`config.mk`:
```
export PLATFORM = sky130hd
export DESIGN_NAME = uei_rate_scale
export DESIGN_NICKNAME = d
export VERILOG_FILES = /design/src/unicycle_euler_integrator_macros.svh /design/src/uei_pkg.sv /design/src/uei_rate_scale.sv
export SDC_FILE = /design/constraint.sdc
export NUM_CORES = 2
export LEC_CHECK = 0
export BUFFER_PORTS_ARGS = -buffer_cell sky130_fd_sc_hd__buf_2
export CAP_MARGIN = 25
export CORE_MARGIN = 5
export CORE_UTILIZATION = 35
export CTS_BUF_LIST = sky130_fd_sc_hd__clkbuf_2 sky130_fd_sc_hd__clkbuf_4 sky130_fd_sc_hd__clkbuf_8
export CTS_CLUSTER_SIZE = 24
export DETAILED_ROUTE_END_ITERATION = 7
export PLACE_DENSITY = 0.54
export SKIP_LAST_GASP = 1
export SLEW_MARGIN = 5
export SYNTH_ARGS = -nofsm -noshare
export SYNTH_HDL_FRONTEND = slang
export SYNTH_SLANG_ARGS = --single-unit
```
`constraint.sdc`:
```
create_clock -name clk -period 7.98 [get_ports clk]
set_input_delay 1.596 -clock clk [delete_from_list [all_inputs] [get_ports clk]]
set_output_delay 1.596 -clock clk [all_outputs]
set_load 0.05 [all_outputs]
```
`src/unicycle_euler_integrator_macros.svh`:
```
// assertion helpers shared by the block's checking code
`ifndef UNICYCLE_EULER_INTEGRATOR_MACROS_SVH
`define UNICYCLE_EULER_INTEGRATOR_MACROS_SVH

// property that must hold in the same cycle as its trigger
`define UEI_ASSERT_NOW(label, ante, cons, msg) \
    label: assert property (@(posedge clk) disable iff (!rst_n) (ante) |-> (cons)) \
        else $error(msg);

// property that must hold in the cycle after its trigger
`define UEI_ASSERT_NEXT(label, ante, cons, msg) \
    label: assert property (@(posedge clk) disable iff (!rst_n) (ante) |=> (cons)) \
        else $error(msg);

`endif

```
`src/uei_pkg.sv`:
```
package uei_pkg;

    // sizing of the integrator
    localparam int SUBSTEPS         = 100;
    localparam int SINE_TABLE_DEPTH = 1024;
    localparam int IDX_W            = $clog2(SINE_TABLE_DEPTH);

    // field widths
    localparam int POS_W  = 48;   // Q16.32 position accumulator
    localparam int HEAD_W = 40;   // Q16.24 binary angle accumulator
    localparam int DT_W   = 24;   // step time, Q8.16
    localparam int TR_W   = 24;   // turn rate, Q16.8
    localparam int TRIG_W = 18;   // table entry, signed Q.16 including +-1.0
    localparam int MAG_W  = 17;   // magnitude of a table entry

    // step time split as q * SUBSTEPS + r
    localparam int R_W = (SUBSTEPS > 1) ? $clog2(SUBSTEPS) : 1;
    localparam int Q_W = DT_W;

    // reciprocal of SUBSTEPS for 24-bit dividends
    localparam int RQ_S = DT_W + R_W + 1;
    localparam int RQ_W = DT_W + 3;
    localparam logic [RQ_W-1:0] RQ_M =
        RQ_W'(((64'd1 << RQ_S) + 64'(SUBSTEPS) - 64'd1) / 64'(SUBSTEPS));

    // reciprocal for the remainder part of a position increment
    localparam int RP_N = MAG_W + R_W;
    localparam int RP_S = RP_N + R_W + 1;
    localparam int RP_W = RP_N + 3;
    localparam logic [RP_W-1:0] RP_M =
        RP_W'(((64'd1 << RP_S) + 64'(SUBSTEPS) - 64'd1) / 64'(SUBSTEPS));

    // reciprocal for the remainder-by-remainder part of the heading increment
    localparam int RB_N = 2 * R_W;
    localparam int RB_S = RB_N + R_W + 1;
    localparam int RB_W = RB_N + 3;
    localparam logic [RB_W-1:0] RB_M =
        RB_W'(((64'd1 << RB_S) + 64'(SUBSTEPS) - 64'd1) / 64'(SUBSTEPS));

    // reset value of the step time register and its split
    localparam logic [DT_W-1:0] RESET_DT = DT_W'(65536);
    localparam logic [Q_W-1:0]  RESET_Q  = Q_W'(65536 / SUBSTEPS);
    localparam logic [R_W-1:0]  RESET_R  = R_W'(65536 % SUBSTEPS);

    // quarter wave series constants
    localparam logic [63:0] HALF_PI_Q30 = 64'd1686629713;
    localparam logic [63:0] TAYLOR_DIV [6] = '{64'd6, 64'd20, 64'd42, 64'd72, 64'd110, 64'd156};

    // pose travelling down the chain
    typedef struct packed {
        logic signed [POS_W-1:0] x;
        logic signed [POS_W-1:0] y;
        logic [HEAD_W-1:0]       head;
        logic [HEAD_W-1:0]       dth;
        logic                    sat;
    } pose_t;

    // step time split shared by the front end and the cells
    typedef struct packed {
        logic [Q_W-1:0] q;
        logic [R_W-1:0] r;
    } scale_t;

    typedef logic signed [TRIG_W-1:0] sine_rom_t [SINE_TABLE_DEPTH];

    // sine over the first quarter wave, argument in Q30 radians, result Q.16
    function automatic logic signed [TRIG_W-1:0] quarter_sine(input logic [63:0] x);
        logic [63:0]        term;
        logic signed [63:0] sum;
        term = x;
        sum  = $signed(x);
        for (int n = 0; n < 6; n++)
        begin
            term = ((((term * x) >> 30) * x) >> 30) / TAYLOR_DIV[n];
            if (n[0] == 1'b0)
                sum = sum - $signed(term);
            else
                sum = sum + $signed(term);
        end
        if (sum < 0)
            sum = 64'sd0;
        if (sum > 64'sd1073741824)
            sum = 64'sd1073741824;
        return TRIG_W'((sum + 64'sd8192) >>> 14);
    endfunction

    // full turn sine table
    function automatic sine_rom_t build_sine_rom();
        sine_rom_t               rom;
        logic [63:0]             q;
        logic [63:0]             quad;
        logic [63:0]             rem;
        logic [63:0]             r;
        logic signed [TRIG_W-1:0] v;
        for (int i = 0; i < SINE_TABLE_DEPTH; i++)
        begin
            q    = 64'(i) * 64'd4;
            quad = q / SINE_TABLE_DEPTH;
            rem  = q % SINE_TABLE_DEPTH;
            r    = quad[0] ? (64'(SINE_TABLE_DEPTH) - rem) : rem;
            v    = quarter_sine((r * HALF_PI_Q30) / SINE_TABLE_DEPTH);
            rom[i] = quad[1] ? -v : v;
        end
        return rom;
    endfunction

endpackage

```
`src/uei_rate_scale.sv`:
```
module uei_rate_scale (
    input  logic                     clk,
    input  logic                     rst_n,
    input  logic                     en,
    input  logic                     valid_in,
    input  uei_pkg::pose_t           pose_in,
    input  logic [uei_pkg::TR_W-1:0] turn_rate,
    input  uei_pkg::scale_t          scale,
    output logic                     valid_out,
    output uei_pkg::pose_t           pose_out
);

    localparam int TR_W  = uei_pkg::TR_W;
    localparam int R_W   = uei_pkg::R_W;
    localparam int Q_W   = uei_pkg::Q_W;
    localparam int P_W   = TR_W + Q_W;
    localparam int T1_W  = TR_W + R_W;
    localparam int SUM_W = P_W + 1;

    logic [4:0] valid_reg;

    uei_pkg::pose_t f1_pose_reg, f2_pose_reg, f3_pose_reg, f4_pose_reg, f5_pose_reg;
    logic f1_neg_reg, f2_neg_reg, f3_neg_reg, f4_neg_reg;

    logic [TR_W-1:0]     f1_a_reg;
    logic [TR_W-1:0]     f1_aq_reg, f2_aq_reg;
    logic [P_W-1:0]      f1_p_reg, f2_p_reg, f3_p_reg;
    logic [R_W-1:0]      f2_ar_reg;
    logic [T1_W-1:0]     f3_t1_reg;
    logic [2*R_W-1:0]    f3_t2_reg;
    logic [SUM_W-1:0]    f4_s_reg;
    logic [R_W-1:0]      f4_t2q_reg;

    logic                turn_neg;
    logic [TR_W-1:0]     turn_mag;
    logic [TR_W-1:0]     aq_next;
    logic [P_W-1:0]      p_next;
    logic [R_W-1:0]      ar_next;
    logic [R_W-1:0]      t2q_next;
    logic [SUM_W-1:0]    mag;
    uei_pkg::pose_t      f5_pose_next;

    // magnitude of the turn rate and the quotient by the substep count
    assign turn_neg = turn_rate[TR_W-1];
    assign turn_mag = turn_neg ? TR_W'(-turn_rate) : turn_rate;
    assign aq_next  = TR_W'(((TR_W + uei_pkg::RQ_W)'(turn_mag)
                      * (TR_W + uei_pkg::RQ_W)'(uei_pkg::RQ_M)) >> uei_pkg::RQ_S);
    assign p_next   = P_W'(turn_mag) * P_W'(scale.q);

    // remainder of the turn rate by the substep count
    assign ar_next  = R_W'(f1_a_reg - TR_W'(f1_aq_reg * TR_W'(uei_pkg::SUBSTEPS)));

    // quotient of the small remainder product
    assign t2q_next = R_W'(((2*R_W + uei_pkg::RB_W)'(f3_t2_reg)
                      * (2*R_W + uei_pkg::RB_W)'(uei_pkg::RB_M)) >> uei_pkg::RB_S);

    // signed per-substep heading increment
    assign mag = f4_s_reg + SUM_W'(f4_t2q_reg);
    always_comb
    begin
        f5_pose_next     = f4_pose_reg;
        f5_pose_next.dth = f4_neg_reg ? uei_pkg::HEAD_W'(-mag) : uei_pkg::HEAD_W'(mag);
    end

    // stage valid bits
    always_ff @(posedge clk or negedge rst_n)
    begin
        if (!rst_n)
            valid_reg <= '0;
        else if (en)
            valid_reg <= {valid_reg[3:0], valid_in};
    end

    // stage payload
    always_ff @(posedge clk)
    begin
        if (en)
        begin
            f1_pose_reg <= pose_in;
            f1_neg_reg  <= turn_neg;
            f1_a_reg    <= turn_mag;
            f1_aq_reg   <= aq_next;
            f1_p_reg    <= p_next;

            f2_pose_reg <= f1_pose_reg;
            f2_neg_reg  <= f1_neg_reg;
            f2_aq_reg   <= f1_aq_reg;
            f2_p_reg    <= f1_p_reg;
            f2_ar_reg   <= ar_next;

            f3_pose_reg <= f2_pose_reg;
            f3_neg_reg  <= f2_neg_reg;
            f3_p_reg    <= f2_p_reg;
            f3_t1_reg   <= T1_W'(f2_aq_reg) * T1_W'(scale.r);
            f3_t2_reg   <= (2*R_W)'(f2_ar_reg) * (2*R_W)'(scale.r);

            f4_pose_reg <= f3_pose_reg;
            f4_neg_reg  <= f3_neg_reg;
            f4_s_reg    <= SUM_W'(f3_p_reg) + SUM_W'(f3_t1_reg);
            f4_t2q_reg  <= t2q_next;

            f5_pose_reg <= f5_pose_next;
        end
    end

    assign valid_out = valid_reg[4];
    assign pose_out  = f5_pose_reg;

endmodule

```
## Word-level counts from Yosys, hierarchy flattened

Index checks and enable logic that the tools add are counted.

| cells by class | value |
|---|---|
| add/sub/neg operators | 5 |
| multipliers | 6 |
| muxes and demuxes | 2 |

Operators with widths:

| kind | count |
|---|---|
| 24-bit by 26-bit multiplier with 50-bit output, second input constant | 1 |
| 40-bit by 31-bit adder with 40-bit output | 1 |
| 40-bit by 7-bit adder with 40-bit output | 1 |
| 24-bit by 24-bit multiplier with 40-bit output | 1 |
| 40-bit two-way mux | 1 |
| 40-bit negation | 1 |
| 14-bit by 13-bit multiplier with 26-bit output, second input constant | 1 |
| 18-bit by 7-bit multiplier with 25-bit output | 1 |
| 24-bit two-way mux | 1 |
| 24-bit negation | 1 |
| 18-bit by 5-bit multiplier with 5-bit output, second input constant | 1 |
| 7-bit by 7-bit multiplier with 14-bit output | 1 |
| 7-bit subtractor | 1 |

| storage, ports and cells | value |
|---|---|
| register bits after elaboration | 996 |
| bits of input ports | 236 |
| output and inout port bits | 178 |

## Depth between registers and ports, before layout

| logic depth | value |
|---|---|
| depth after elaboration | 3 |
| mapped depth | 34 |
| depth with buffers taken out | 31 |

## Worst setup path after synthesis

Ideal clock, no wire load.

| path | value |
|---|---|
| path type | in2reg |
| start | in turn_rate[3] (netlist name) |
| end | reg f1_p_reg[37], data pin |
| library setup time | 0.259 ns |
| arrival time | 9.870 ns |
| slack | -2.149 ns |
| cell stages on the path | 32 |
| path buffers | 1 |
| path through | or4_1 > nor3_1 > nand2_1 > or2_2 > o21ai_0 > xnor2_1 > clkbuf_1 > and2_1 > fa_1 > fa_1 > inv_1 > fa_1 > inv_1 > fa_1 > inv_1 > fa_1 > inv_1 > fa_1 > inv_1 > fa_1 > inv_1 > ha_1 > a21o_1 > a21o_1 > a221o_1 > nand3_1 > a41oi_1 > a2111oi_0 > o31ai_1 > a21o_1 > a21oi_1 > xnor2_1 |

| on the way | value |
|---|---|
| longest elaborated chain between the ends | 3 |

Ends and longest elaborated chain:

| what | RTL line | source |
|---|---|---|
| start, declared | uei_rate_scale.sv:7 | `input logic [uei_pkg::TR_W-1:0] turn_rate,` |
| 24-bit negation | uei_rate_scale.sv:45 | `assign turn_mag = turn_neg ? TR_W'(-turn_rate) : turn_rate;` |
| 24-bit two-way mux (*) | uei_rate_scale.sv:45 |  |
| 24-bit by 24-bit multiplier with 40-bit output (*) | uei_rate_scale.sv:48 | `assign p_next = P_W'(turn_mag) * P_W'(scale.q);` |
| via p_next[37] | uei_rate_scale.sv:37 | `logic [P_W-1:0] p_next;` |
| end signal, assigned | uei_rate_scale.sv:83 | `f1_p_reg <= p_next;` |
| end, declared | uei_rate_scale.sv:27 | `logic [P_W-1:0] f1_p_reg, f2_p_reg, f3_p_reg;` |

The timed path passes the listed nets; every way through them passes the cells marked *.
A chain may end at the register's enable or synchronous reset.

## Final worst setup path

Ends and elaborated chain as after synthesis.

==> out/summary.json <==
{
  "outcome": {
    "run_status": "finished with violations",
    "violations": "setup timing"
  },
  "clock_network": {
    "number_of_h_tree_levels": 4,
    "clock_tree_from_tritoncts": "built",
    "clock_insertion_delay_worst_skew_ns": 0.86,
    "clock_path_buffers": 3,
    "cts.hold.buffers_added": 0,
    "cts-buffers-inserted": 159,
    "clock_tree.root_cell": "clkbuf_8",
    "cts.sinks": 990,
    "path_clk_slew_ns": 0.06
  },
  "floorplanning": {
    "horizontal_extent_of_the_die_um": 455,
    "placement_rows": 163,
    "area_of_the_die_um2": 207000,
    "io_pins": 414,
    "fp.dieH_um": 455,
    "coreArea_um2": 197000,
    "start_util_pct": 35.2
  },
  "setup_path": {
    "timing.reg2reg.worst_path_depth": 17,
    "cp-start-kind": "input pin",
    "timing.critical_path.to": "f1_p_reg[37]",
    "critical_path_stages": 34,
    "worst_r2r_endpoint": "f4_t2q_reg[6]",
    "worstReg2RegStart": "f3_t2_reg[12]",
    "critPathTopFamily": "adder cells",
    "critical_path.most_common_cell": "fa_1",
    "worstPathArrival_ns": 9.54,
    "cp_num_buf_inv": 10,
    "ff2ff_setup_slack_ns": 2.34,
    "critPathMaxFanout": 4,
    "critPathSlowestCell": "or4_4",
    "timing.critical_path.required_ns": 8.59,
    "startpoint": "turn_rate[3]",
    "timing.critical_path.to_type": "flop",
    "criticalPathCategory": "in2reg",
    "max_stage_delay_ns": 0.57
  },
  "flow_run": {
    "maxCapViolations": 0
  },
  "route": {
    "remaining_drc_errors": 0,
    "drt_iter0_drc": 2124,
    "detailedRoute.firstPassIterationCount": 7,
    "wl_per_cell_um": 17.0,
    "postRouteAntennaNets": 0,
    "via_count": 41600,
    "avgViaCountPerCell": 4.57,
    "drt_wl_total_um": 155000
  },
  "yosys": {
    "synth_top_family_by_area": "adder cells",
    "syn_avg_cell_area_um2": 12.6,
    "syn-cell-area_um2": 69400,
    "synth_edf_count": 985,
    "netlist-cell-type-count": 83,
    "synth_largest_type_area_fraction_pct": 42.6,
    "async_flop_share_pct": 0.505,
    "synth.net_count": 7140,
    "yosys.area.top_type": "edfxtp_1",
    "synth.area.mux_share_pct": 0.124,
    "yosys.area_share.adder_pct": 34.5,
    "yosys_warnings": 0,
    "yosys_register_bits": 990,
    "synth_xor_xnor_area_share_pct": 3.07,
    "synth_simple_gate_area_share_pct": 8.65,
    "synth_top_flop_cell": "edfxtp_1",
    "synth_seq_area_share_pct": 42.8,
    "synth-compound-area-share_pct": 3.97,
    "syn-instance-count": 5485,
    "ys_top_cells_by_area": "edfxtp_1 43%, fa_1 24%, ha_1 11%"
  },
  "final_layout": {
    "final_layout_size_suffix_gt1_share_pct": 19.4,
    "layout.cells.most_common_list": "1110 x inv_1, 985 x edfxtp_1, 808 x fa_1",
    "nNetsFinal": 7989,
    "post-route-util_pct": 41.6,
    "number_of_flip_flops_under_the_largest_register_name": 177,
    "layout.cells.most_common": "inv_1",
    "multi_input_comb_area_um2": 35900,
    "layout.filler_cells": 18600,
    "syn_to_final_growth_pct": 18.2,
    "area_taken_by_flip_flops_and_latches_um2": 29700
  },
  "sta": {
    "rsz0062_at_grt": "yes",
    "setup_total_negative_slack_ns": -23.92,
    "measured_slew_at_the_worst_slew_check_pin_ns": 1.01,
    "period_share_pct": 112,
    "setup_viol": 40,
    "timing.slew.headroom_pct": 32.8,
    "final_hold_viol_count": 0,
    "slew_violations": 0,
    "clock-skew-final_ns": 0.0468,
    "clock.fmax_mhz": 112,
    "final_critical_path_setup_slack_ns": -0.952,
    "period_minus_slack_ns": 8.93
  },
  "place": {
    "dp_hpwl_um": 123000,
    "placement.setup.worst_slack_ns": -2.15,
    "gpl_wtd_cong": 0.852,
    "place.port_buffers": 373
  },
  "global_route": {
    "grt_pass1_wl_um": 247000,
    "globalRouteTotalUtil_pct": 15.2,
    "first_global_vias": 44900,
    "antenna_violations_before_repair": 15,
    "overflow": 0,
    "pin_count_of_the_biggest_net_entering_global_routing": 192
  },
  "min_path": {
    "min_path_type": "reg2reg"
  }
}
Yosys cell counts, drive strengths merged (4+ instances only):
master,count
inv,1120
edfxtp,985
fa,826
ha,593
nand2,413
and2,395
xnor2,157
clkbuf,130
a21oi,117
nor2,89
xor2,86
o21ai,66
a21o,61
nand3,45
nor3,45
nor2b,31
o21a,29
and3,27
nand4,22
o21bai,19
o31ai,18
nand2b,17
a211oi,16
a31oi,16
or3,15
o41ai,11
or2,11
nor4,10
nor3b,9
o211ai,9
buf,8
and4,7
or4,6
a2111oi,5
a31o,5
dfrtp,5
mux2,5
nor4b,5
a211o,4
a21boi,4
cells by family after synthesis:
logic type / Yosys count
DFF: 990
and+or+nand+nor: 1156
adders and majority gates: 1419
buffers and inverters: 1258
muxes: 8
AOI/OAI and AO/OA: 411
xor gates and xnor gates: 243
cell type report:
cell class / instances / share of cell area [%]
Clock buffer: 204 / 3.08
Inverter: 1120 / 5.12
Clock inverter: 86 / 0.926
Antenna cell: 5 / 0.0153
Sequential cell: 990 / 36.2
Tap cell: 2640 / 4.03
Timing Repair Buffer: 824 / 6.89
Multi-Input combinational cell: 3239 / 43.7
worst min path at each step:
stage | start | to | slack (ns) | cells past startpoint
after floorplan | f1_aq_reg[10] | f2_aq_reg[10] | 0.40 | 0
after global placement | f3_pose_reg[173] | f4_pose_reg[173] | 0.40 | 0
after detailed placement | f1_aq_reg[14] | f2_aq_reg[14] | 0.40 | 0
after CTS | f2_p_reg[0] | f3_p_reg[0] | 0.36 | 0
after global routing | f2_p_reg[1] | f3_p_reg[1] | 0.39 | 0
final | f2_p_reg[1] | f3_p_reg[1] | 0.38 | 0
worst register-to-register path: cells and delay by family (launching register included):
family	cells	cell delay, ns
adders and majority gates	6	2.47
AOI/OAI and AO/OA	6	1.54
and+or+nand+nor	2	0.57
DFF	1	0.55
buffers and inverters	2	0.13
xor gates and xnor gates	1	0.13
metal layers:
layer  part of all wire [%]  track usage, %
met5                  0.021               0
met4                    2.7            4.40
met2                     49            26.1
met3                    4.4            2.29
met1                     44            19.9
through the flow:
step                      area, µm²  instances  hold slack (ns)
after global routing          82000       9105            0.392
after floorplan               69800       5485            0.400
after CTS                     81700       9089            0.364
after detailed placement      77800       8775            0.405
final                         82000       9108            0.381
after global placement        77800       8775            0.400
what timing repair did:
action                     4_1_cts  5_1_grt
setup endpoints to repair       42       42
cloned                           1        1
resized for setup               72       49
pin swaps                       68       69
setup buffers                   25       13
Power is left out: the tool's default activity adds up to more than one toggle a clock period on the data nets, which glitch-free logic cannot reach.
